==> src/hw/rtl/bmhq_pkg.sv <==
// Shared constants and codes for the binary min-heap queue unit.
`timescale 1ns / 1ps
package bmhq_pkg;

  localparam int unsigned DEFAULT_DEPTH = 64;

  localparam int unsigned ACTION_W = 2;
  localparam int unsigned KEY_W    = 32;
  localparam int unsigned STATUS_W = 2;
  localparam int unsigned COUNT_W  = 7;
  localparam int unsigned CAP_W    = 7;

  localparam logic [CAP_W-1:0] CAP_RESET = 7'd64;

  localparam logic [ACTION_W-1:0] ACT_INSERT = 2'd0;
  localparam logic [ACTION_W-1:0] ACT_REMOVE = 2'd1;
  localparam logic [ACTION_W-1:0] ACT_QUERY  = 2'd2;

  localparam logic [STATUS_W-1:0] STAT_OK    = 2'd0;
  localparam logic [STATUS_W-1:0] STAT_FULL  = 2'd1;
  localparam logic [STATUS_W-1:0] STAT_EMPTY = 2'd2;

endpackage

==> src/hw/rtl/bmhq_if.sv <==
// Valid/ready channel interfaces for the request and result beats.
`timescale 1ns / 1ps
interface bmhq_in_if;
  import bmhq_pkg::*;

  logic                       valid;
  logic                       ready;
  logic        [ACTION_W-1:0] action;
  logic signed [KEY_W-1:0]    key_value;

  modport source (output valid, action, key_value, input ready);
  modport sink   (input valid, action, key_value, output ready);
endinterface

interface bmhq_out_if;
  import bmhq_pkg::*;

  logic                       valid;
  logic                       ready;
  logic        [STATUS_W-1:0] status;
  logic signed [KEY_W-1:0]    removed_value;
  logic signed [KEY_W-1:0]    min_value;
  logic        [COUNT_W-1:0]  heap_count;

  modport source (output valid, status, removed_value, min_value, heap_count, input ready);
  modport sink   (input valid, status, removed_value, min_value, heap_count, output ready);
endinterface

==> src/hw/rtl/binary_min_heap_queue_unit.sv <==
// Binary min-heap priority queue of signed keys, top level with sift sequencer.
//
// Requests arrive as beats on in_chan_i (action, key_value); each request
// gives exactly one result beat on out_chan_o (status, removed_value,
// min_value, heap_count). cfg_we_i/cfg_wdata_i write capacity_limit.
// The heap lives in one DEPTH x 32 array with one write and one registered
// read port; a single comparator serves every sift step.
// A query, a refused insert and an empty remove go straight to the result.
// An insert climbs level by level, reading the parent and then comparing;
// a remove loads the last entry into the root hole, then descends, reading
// the left child, comparing it while reading the right, then comparing the
// right. The pace is set by the memory read port and the shared comparator.
// in_chan_i.ready is high only while the sequencer is idle; one request is
// in work at a time. The result sits in an output register, so a new
// request is taken while an earlier result waits; if the receiver stalls,
// the next result holds in the sequencer until the register frees.
// Reset empties the heap (count 0) and sets capacity_limit to 64; the
// array itself is not cleared and needs no clearing pass.
`timescale 1ns / 1ps
module binary_min_heap_queue_unit #(
  parameter int unsigned DEPTH = bmhq_pkg::DEFAULT_DEPTH
) (
  input  logic                          clk_i,
  input  logic                          rst_ni,
  input  logic                          cfg_we_i,
  input  logic [bmhq_pkg::CAP_W-1:0]    cfg_wdata_i,
  bmhq_in_if.sink                       in_chan_i,
  bmhq_out_if.source                    out_chan_o
);
  import bmhq_pkg::*;

  localparam int unsigned AW = $clog2(DEPTH);
  localparam int unsigned CW = $clog2(DEPTH + 1);
  localparam int unsigned XW = AW + 2;
  localparam int unsigned LW = (CW > CAP_W) ? CW : CAP_W;

  typedef enum logic [7:0] {
    ST_IDLE    = 8'b0000_0001,
    ST_UP_RD   = 8'b0000_0010,
    ST_UP_CMP  = 8'b0000_0100,
    ST_REM_LD  = 8'b0000_1000,
    ST_DN_RDL  = 8'b0001_0000,
    ST_DN_CMPL = 8'b0010_0000,
    ST_DN_CMPR = 8'b0100_0000,
    ST_RESP    = 8'b1000_0000
  } state_e;

  state_e                 state_q, state_d;
  logic [CW-1:0]          count_q, count_d;
  logic [CAP_W-1:0]       cap_q;
  logic                   out_valid_q, out_valid_d;

  logic [AW-1:0]          pos_q, pos_d;
  logic [KEY_W-1:0]       val_q, val_d;
  logic [KEY_W-1:0]       best_val_q, best_val_d;
  logic                   left_q, left_d;
  logic [KEY_W-1:0]       root_q, root_d;
  logic [STATUS_W-1:0]    status_q, status_d;
  logic [KEY_W-1:0]       rem_q, rem_d;

  logic [STATUS_W-1:0]    o_status_q, o_status_d;
  logic [KEY_W-1:0]       o_rem_q, o_rem_d;
  logic [KEY_W-1:0]       o_min_q, o_min_d;
  logic [COUNT_W-1:0]     o_cnt_q, o_cnt_d;

  logic [KEY_W-1:0]       mem [DEPTH];
  logic [KEY_W-1:0]       rd_q;
  logic                   rd_en;
  logic [AW-1:0]          rd_addr;
  logic                   mem_we;
  logic [AW-1:0]          mem_wa;
  logic [KEY_W-1:0]       mem_wd;

  logic [KEY_W-1:0]       cmp_a, cmp_b;
  logic                   cmp_lt;

  logic                   in_fire;
  logic                   full;
  logic [CW-1:0]          cnt_m1;
  logic [XW-1:0]          l_idx, r_idx;
  logic                   l_ok, r_ok;
  logic [AW-1:0]          parent;

  bmhq_cmp u_cmp (
    .a_i  (cmp_a),
    .b_i  (cmp_b),
    .lt_o (cmp_lt)
  );

  assign in_chan_i.ready = (state_q == ST_IDLE);
  assign in_fire         = in_chan_i.valid && in_chan_i.ready;

  assign full   = (count_q == CW'(DEPTH)) || (LW'(count_q) >= LW'(cap_q));
  assign cnt_m1 = count_q - 1'b1;
  assign l_idx  = {1'b0, pos_q, 1'b1};
  assign r_idx  = l_idx + 1'b1;
  assign l_ok   = (l_idx < XW'(count_q));
  assign r_ok   = (r_idx < XW'(count_q));
  assign parent = AW'((pos_q - 1'b1) >> 1);

  always_comb begin
    state_d     = state_q;
    count_d     = count_q;
    out_valid_d = out_valid_q;
    pos_d       = pos_q;
    val_d       = val_q;
    best_val_d  = best_val_q;
    left_d      = left_q;
    status_d    = status_q;
    rem_d       = rem_q;
    o_status_d  = o_status_q;
    o_rem_d     = o_rem_q;
    o_min_d     = o_min_q;
    o_cnt_d     = o_cnt_q;
    mem_we      = 1'b0;
    mem_wa      = pos_q;
    mem_wd      = val_q;
    rd_en       = 1'b0;
    rd_addr     = l_idx[AW-1:0];
    cmp_a       = rd_q;
    cmp_b       = val_q;

    if (out_valid_q && out_chan_o.ready) begin
      out_valid_d = 1'b0;
    end

    unique case (state_q)
      ST_IDLE: begin
        if (in_fire) begin
          status_d = STAT_OK;
          rem_d    = '0;
          state_d  = ST_RESP;
          unique case (in_chan_i.action)
            ACT_INSERT: begin
              if (full) begin
                status_d = STAT_FULL;
              end else begin
                val_d   = in_chan_i.key_value;
                pos_d   = count_q[AW-1:0];
                count_d = count_q + 1'b1;
                state_d = ST_UP_RD;
              end
            end
            ACT_REMOVE: begin
              if (count_q == '0) begin
                status_d = STAT_EMPTY;
              end else begin
                rem_d   = root_q;
                count_d = cnt_m1;
                rd_en   = 1'b1;
                rd_addr = cnt_m1[AW-1:0];
                state_d = ST_REM_LD;
              end
            end
            default: begin
              // query and the unused code change nothing
            end
          endcase
        end
      end
      ST_UP_RD: begin
        if (pos_q == '0) begin
          mem_we  = 1'b1;
          state_d = ST_RESP;
        end else begin
          rd_en   = 1'b1;
          rd_addr = parent;
          state_d = ST_UP_CMP;
        end
      end
      ST_UP_CMP: begin
        cmp_a  = val_q;
        cmp_b  = rd_q;
        mem_we = 1'b1;
        if (cmp_lt) begin
          // parent moves down into the hole
          mem_wd  = rd_q;
          pos_d   = parent;
          state_d = ST_UP_RD;
        end else begin
          state_d = ST_RESP;
        end
      end
      ST_REM_LD: begin
        val_d = rd_q;
        if (count_q == '0) begin
          state_d = ST_RESP;
        end else begin
          pos_d   = '0;
          state_d = ST_DN_RDL;
        end
      end
      ST_DN_RDL: begin
        if (l_ok) begin
          rd_en   = 1'b1;
          rd_addr = l_idx[AW-1:0];
          state_d = ST_DN_CMPL;
        end else begin
          mem_we  = 1'b1;
          state_d = ST_RESP;
        end
      end
      ST_DN_CMPL: begin
        cmp_a      = rd_q;
        cmp_b      = val_q;
        left_d     = cmp_lt;
        best_val_d = cmp_lt ? rd_q : val_q;
        if (r_ok) begin
          rd_en   = 1'b1;
          rd_addr = r_idx[AW-1:0];
        end
        state_d = ST_DN_CMPR;
      end
      ST_DN_CMPR: begin
        cmp_a  = rd_q;
        cmp_b  = best_val_q;
        mem_we = 1'b1;
        if (r_ok && cmp_lt) begin
          mem_wd  = rd_q;
          pos_d   = r_idx[AW-1:0];
          state_d = ST_DN_RDL;
        end else if (left_q) begin
          // left child wins ties
          mem_wd  = best_val_q;
          pos_d   = l_idx[AW-1:0];
          state_d = ST_DN_RDL;
        end else begin
          state_d = ST_RESP;
        end
      end
      ST_RESP: begin
        if (!out_valid_q || out_chan_o.ready) begin
          out_valid_d = 1'b1;
          o_status_d  = status_q;
          o_rem_d     = rem_q;
          o_min_d     = (count_q == '0) ? '0 : root_q;
          o_cnt_d     = COUNT_W'(count_q);
          state_d     = ST_IDLE;
        end
      end
      default: begin
        state_d = ST_IDLE;
      end
    endcase
  end

  // shadow of entry 0 so the minimum is always at hand
  always_comb begin
    root_d = root_q;
    if (mem_we && (mem_wa == '0)) begin
      root_d = mem_wd;
    end
  end

  always_ff @(posedge clk_i or negedge rst_ni) begin
    if (!rst_ni) begin
      state_q     <= ST_IDLE;
      count_q     <= '0;
      cap_q       <= CAP_RESET;
      out_valid_q <= 1'b0;
    end else begin
      state_q     <= state_d;
      count_q     <= count_d;
      out_valid_q <= out_valid_d;
      if (cfg_we_i) begin
        cap_q <= cfg_wdata_i;
      end
    end
  end

  always_ff @(posedge clk_i) begin
    pos_q      <= pos_d;
    val_q      <= val_d;
    best_val_q <= best_val_d;
    left_q     <= left_d;
    root_q     <= root_d;
    status_q   <= status_d;
    rem_q      <= rem_d;
    o_status_q <= o_status_d;
    o_rem_q    <= o_rem_d;
    o_min_q    <= o_min_d;
    o_cnt_q    <= o_cnt_d;
  end

  always_ff @(posedge clk_i) begin
    if (mem_we) begin
      mem[mem_wa] <= mem_wd;
    end
    if (rd_en) begin
      rd_q <= mem[rd_addr];
    end
  end

  assign out_chan_o.valid         = out_valid_q;
  assign out_chan_o.status        = o_status_q;
  assign out_chan_o.removed_value = o_rem_q;
  assign out_chan_o.min_value     = o_min_q;
  assign out_chan_o.heap_count    = o_cnt_q;

`ifndef SYNTHESIS
  a_count_bound: assert property (@(posedge clk_i) disable iff (!rst_ni)
    count_q <= CW'(DEPTH))
    else $error("heap count above depth");

  a_insert_grows: assert property (@(posedge clk_i) disable iff (!rst_ni)
    (in_fire && (in_chan_i.action == ACT_INSERT) && !full)
      |=> (count_q == $past(count_q) + 1'b1))
    else $error("accepted insert did not grow the heap");

  a_remove_shrinks: assert property (@(posedge clk_i) disable iff (!rst_ni)
    (in_fire && (in_chan_i.action == ACT_REMOVE) && (count_q != '0))
      |=> (count_q == $past(count_q) - 1'b1))
    else $error("remove did not shrink the heap");

  a_write_in_range: assert property (@(posedge clk_i) disable iff (!rst_ni)
    mem_we |-> (CW'(mem_wa) < count_q))
    else $error("heap write beyond live entries");
`endif

endmodule

==> src/hw/rtl/bmhq_cmp.sv <==
// Shared signed key comparator used by every sift step.
`timescale 1ns / 1ps
module bmhq_cmp (
  input  logic signed [bmhq_pkg::KEY_W-1:0] a_i,
  input  logic signed [bmhq_pkg::KEY_W-1:0] b_i,
  output logic                              lt_o
);
  import bmhq_pkg::*;

  assign lt_o = (a_i < b_i);

endmodule

==> src/flat_wrapper.sv <==
// flat-port wrapper written by rule: the top's interface ports become plain ports
module binary_min_heap_queue_unit_flat import bmhq_pkg::*;
#(
  parameter int unsigned DEPTH = bmhq_pkg::DEFAULT_DEPTH
)
  (clk_i, rst_ni, cfg_we_i, cfg_wdata_i, in_chan_i_valid, in_chan_i_action, in_chan_i_key_value, in_chan_i_ready, out_chan_o_valid, out_chan_o_status, out_chan_o_removed_value, out_chan_o_min_value, out_chan_o_heap_count, out_chan_o_ready);
  bmhq_in_if in_chan_i_i ();
  bmhq_out_if out_chan_o_i ();
  input  logic clk_i;
  input  logic rst_ni;
  input  logic cfg_we_i;
  input  logic [bmhq_pkg::CAP_W-1:0] cfg_wdata_i;
  input wire logic [$bits(in_chan_i_i.valid)-1:0] in_chan_i_valid;
  input wire logic [$bits(in_chan_i_i.action)-1:0] in_chan_i_action;
  input wire logic [$bits(in_chan_i_i.key_value)-1:0] in_chan_i_key_value;
  output wire logic [$bits(in_chan_i_i.ready)-1:0] in_chan_i_ready;
  output wire logic [$bits(out_chan_o_i.valid)-1:0] out_chan_o_valid;
  output wire logic [$bits(out_chan_o_i.status)-1:0] out_chan_o_status;
  output wire logic [$bits(out_chan_o_i.removed_value)-1:0] out_chan_o_removed_value;
  output wire logic [$bits(out_chan_o_i.min_value)-1:0] out_chan_o_min_value;
  output wire logic [$bits(out_chan_o_i.heap_count)-1:0] out_chan_o_heap_count;
  input wire logic [$bits(out_chan_o_i.ready)-1:0] out_chan_o_ready;
  assign in_chan_i_i.valid = in_chan_i_valid;
  assign in_chan_i_i.action = in_chan_i_action;
  assign in_chan_i_i.key_value = in_chan_i_key_value;
  assign in_chan_i_ready = in_chan_i_i.ready;
  assign out_chan_o_valid = out_chan_o_i.valid;
  assign out_chan_o_status = out_chan_o_i.status;
  assign out_chan_o_removed_value = out_chan_o_i.removed_value;
  assign out_chan_o_min_value = out_chan_o_i.min_value;
  assign out_chan_o_heap_count = out_chan_o_i.heap_count;
  assign out_chan_o_i.ready = out_chan_o_ready;
  binary_min_heap_queue_unit #(.DEPTH(DEPTH)) u_core (.clk_i(clk_i), .rst_ni(rst_ni), .cfg_we_i(cfg_we_i), .cfg_wdata_i(cfg_wdata_i), .in_chan_i(in_chan_i_i), .out_chan_o(out_chan_o_i));
endmodule
==> config.mk <==
export PLATFORM = sky130hd
export DESIGN_NAME = binary_min_heap_queue_unit_flat
export DESIGN_NICKNAME = d
export VERILOG_FILES = /design/src/hw/rtl/bmhq_pkg.sv /design/src/hw/rtl/bmhq_if.sv /design/src/hw/rtl/binary_min_heap_queue_unit.sv /design/src/hw/rtl/bmhq_cmp.sv /design/src/flat_wrapper.sv
export SDC_FILE = /design/constraint.sdc
export NUM_CORES = 2
export LEC_CHECK = 0
export BUFFER_PORTS_ARGS = -buffer_cell sky130_fd_sc_hd__buf_2
export CAP_MARGIN = 20
export CORE_AREA = 2 2 477 479
export CTS_BUF_LIST = sky130_fd_sc_hd__clkbuf_8
export CTS_CLUSTER_SIZE = 25
export DETAILED_ROUTE_END_ITERATION = 12
export DIE_AREA = 0 0 479 481
export GPL_TIMING_DRIVEN = 0
export SLEW_MARGIN = 20
export SYNTH_ARGS = -nofsm -noshare
export SYNTH_HDL_FRONTEND = slang
export SYNTH_SLANG_ARGS = --single-unit
export TNS_END_PERCENT = 100
==> constraint.sdc <==
create_clock -name clk_i -period 14.72 [get_ports clk_i]
set_input_delay 2.944 -clock clk_i [delete_from_list [all_inputs] [get_ports clk_i]]
set_output_delay 2.944 -clock clk_i [all_outputs]
set_load 0.02 [all_outputs]
==> results.yml <==
timing:
  clock_skew_ns: 0.08889
  tns_ns: 0
  min_period_over_period_pct: 58.99
  tightest_slew_ns: 1.412
  setup-violations-final: 0
  rsz0062_at_grt: "no"
  fmax_mhz: 115.2
  period_needed_ns: 8.684
  slew_headroom_pct: 4.574
  slew_violations: 0
  finalHoldViolCount: 0
place:
  port_buffers: 120
  dp_hpwl_um: 198000
  place_congestion: 0.9479
  dp.cells: 9426
min_path:
  hp-class: "reg -> reg"
  hold_depth: 0
  holdCritStartpoint: "u_core.rem_q[19]$_SDFFCE_PN0P_"
  hold_path_end: "u_core.out_chan_o.removed_value[19]$_DFFE_PP_"
pwr:
  ir_worst_vdd_mv: 0.1011
  power_density_mw_per_mm2: 193.2
  total_leakage_power_nw: 37.46
grt:
  grt_pass1_vias: 56020
  antenna_found_initial: 14
  grt_util_all_layers_pct: 24.11
  grt_pass1_wl_um: 401900
  gr-total-overflow: 0
  grt_max_degree: 64
drt:
  first_pass_iters: 8
  drt-initial-drc-count: 6582
  drc: 0
  ant_nets: 0
  wire_per_inst_um: 27.98
  drt_wl_total_um: 283000
  vias_per_cell: 5.697
  vias: 57620
layout:
  drive_gt1_share_pct: 14.26
  fin_cells: 10110
  areaGrowthSynthToFinish_pct: 15.54
  nFillCells: 19320
  nNetsFinal: 6913
logic_synthesis:
  yosysWarnings: 0
  synth_cell_types: 72
  synth_top_area_share_pct: 73.13
  synthArstFlopShare_pct: 0.9944
  synth_edf_count: 2290
  seq_area_frac_synth_pct: 73.75
  netlist_instances: 6180
  yosys.area.top_type: "edfxtp_1"
  synthTopCellsByArea: "edfxtp_1 (73%), mux2i_1 (8.5%), nand2_1 (3.5%), nand3_1 (1.5%), a21boi_0 (1.0%)"
  ys_seq_elements: 2313
  avgSynthCellArea_um2: 15.21
  synthesis.nets: 6280
  syn_area_mm2: 0.09403
  synth-main-ff-cell: "edfxtp_1"
floorplanning:
  start_util_pct: 41.65
  fp-row-count: 175
  fp.dieH_um: 481
  die_x_um: 479
  io_pins: 121
  core_mm2: 0.2257
  die-area_mm2: 0.2304
critical_path:
  crit_fanout: 10
  worstPathRequired_ns: 15.36
  r2r_cells: 17
  r2r_setup_slack_ns: 6.04
  r2r_start: "u_core.mem_wa[0]$_DFFE_PP_"
  reg2reg_to: "u_core.rd_q[24]$_DFFE_PP_"
  end_kind: "flop"
  startpoint_type: "flop"
  crit_type: "reg -> reg"
  crit_arrival_ns: 9.32
clock_network:
  clock_sink_count: 2313
  cts_tree: "done"
  cts.repair.resized: 0
  postCtsSetupBuffers: 0
  cts_buffers: 394
  clkLatencyLatePin_ns: 1.10
  root_buffer: "clkbuf_8"
  postCtsHoldBufs: 0
  cts-htree-levels: 5
  cts_max_path_buffers: 4
  clk_pin_slew_ns: 0.06
run_status:
  outcome: "completed"
run:
  max_cap_viol_count: 0
## state kept, by name, indices dropped and copies added (netlist names)
| signal | count |
|---|---|
| u_core.mem | 2048 |
| u_core.count_q | 7 |
| u_core.cap_q | 7 |
| u_core.best_val_q | 32 |
| u_core.left_q | 1 |
| u_core.out_chan_o.min_value | 32 |
| u_core.root_q | 32 |
| u_core.mem_wa | 6 |
| u_core.out_chan_o.valid | 1 |
| u_core.val_q | 32 |
| u_core.out_chan_o.removed_value | 32 |
| u_core.state_q | 8 |
| u_core.rem_q | 32 |
| u_core.status_q | 2 |
| u_core.rd_q | 32 |
| u_core.out_chan_o.heap_count | 7 |
| u_core.out_chan_o.status | 2 |
## worst max-delay path, stage by stage (launching register included)
cell and delay, ns:
edfxtp_1 0.37, clkbuf_1 0.53, inv_1 0.44, nor3_1 0.66
nand3_1 0.19, xnor2_1 0.18, ha_1 0.24, a31o_2 0.28
o31ai_1 0.29, o31ai_1 0.24, clkbuf_1 0.38, nand2_1 0.69
clkbuf_1 0.48, clkbuf_1 0.62, a21boi_0 0.20, o21ai_0 0.69
o2111ai_1 0.48, nor4b_1 1.29
## where the power goes
part	internal, mW	switching [mW]
Clock	2.62	2.55
Combinational	2.47	5.63
Sequential	7.60	0.112
## placed cells by master (no fill, tap or decap), drive strengths merged, types with 21 or more instances in the layout
| cell | netlist | layout |
|---|---|---|
| edfxtp | 2290 | 2290 |
| nand2 | 878 | 878 |
| mux2i | 797 | 797 |
| clkbuf | 224 | 627 |
| buf | 175 | 412 |
| nand3 | 276 | 276 |
| inv | 59 | 194 |
| o21ai | 188 | 188 |
| a21oi | 165 | 165 |
| clkinv | 1 | 133 |
| o22ai | 129 | 129 |
| a21boi | 128 | 128 |
| a31oi | 127 | 127 |
| nor2 | 102 | 102 |
| a22o | 66 | 66 |
| mux2 | 65 | 65 |
| ha | 54 | 54 |
| and3 | 39 | 39 |
| and2 | 36 | 36 |
| a211o | 35 | 35 |
| or4 | 35 | 35 |
| a22oi | 32 | 32 |
| a222oi | 32 | 32 |
| o2111ai | 32 | 32 |
| nor4b | 32 | 32 |
| dfrtp | 21 | 21 |
## worst max-delay path by stage
stage                                        from                                         to  slack [ns]  cells after the start
floorplan                        out_chan_o_ready  u_core.out_chan_o.heap_count[0]$_DFFE_PP_        7.66                      2
global placement    u_core.state_q[5]$_DFFE_PN0P_               u_core.mem[38][13]$_DFFE_PP_        4.68                     10
detailed placement            in_chan_i_action[1]                  u_core.rd_q[24]$_DFFE_PP_        5.58                     14
CTS                    u_core.mem_wa[0]$_DFFE_PP_                  u_core.rd_q[24]$_DFFE_PP_        6.48                     17
global route           u_core.mem_wa[0]$_DFFE_PP_                  u_core.rd_q[23]$_DFFE_PP_        6.11                     17
finish                 u_core.mem_wa[0]$_DFFE_PP_                  u_core.rd_q[24]$_DFFE_PP_        6.04                     17
## routing by layer
| layer | share of wire (%) | vias up | track usage, % |
|---|---|---|---|
| met1 | 41 | 29090 | 32.59 |
| met4 | 4.7 | 6 | 11.04 |
| met2 | 46 | 2826 | 38.10 |
| met5 | 0.012 | - | 0 |
| li1 | - | 25150 | - |
| met3 | 8.2 | 540 | 4.243 |
## kinds of logic after synthesis
family	share of synthesized area [%]
simple gates	7.071
buf+inv	2.060
xor+xnor	0.1956
mux	9.263
compound gates	6.942
flops	73.75
fa+ha+maj	0.7186
## cell usage after synthesis, types with 35 or more instances
cell,n
edfxtp_1,2290
nand2_1,878
mux2i_1,797
nand3_1,276
clkbuf_1,224
o21ai_0,185
a21oi_1,165
o22ai_1,129
a21boi_0,127
a31oi_1,127
buf_2,123
nor2_1,102
a22o_1,66
mux2_2,65
inv_1,59
ha_1,54
buf_1,41
and3_1,38
and2_1,36
a211o_1,35
or4_1,35
## stage by stage
step / area, um2 / util (%) / hold slack [ns] / worst slack (ns) / total power [mW]
floorplan: 94030 / - / 0.4003 / 7.660 / 12.47
global placement: 98390 / 43.58 / 0.4033 / 4.675 / 15.64
detailed placement: 101800 / 45.08 / 0.4045 / 5.582 / 15.78
CTS: 108600 / 48.10 / 0.3460 / 6.478 / 20.93
global route: 108600 / 48.12 / 0.3724 / 6.114 / 21.74
finish: 108600 / 48.12 / 0.3614 / 6.036 / 20.99
## layout make-up
cell class / count / area (um2) / share of cell area [%]
Sequential cell: 2313 / 69340 / 63.83
Buffer: 399 / 1713 / 1.577
Inverter: 60 / 304.0 / 0.2799
Timing Repair Buffer: 237 / 3373 / 3.105
Clock buffer: 403 / 5547 / 5.106
Antenna cell: 9 / 22.52 / 0.02073
Clock inverter: 276 / 1282 / 1.181
Multi-Input combinational cell: 3408 / 23290 / 21.43
Tap cell: 3009 / 3765 / 3.466
(Power assumes the default switching activity.)
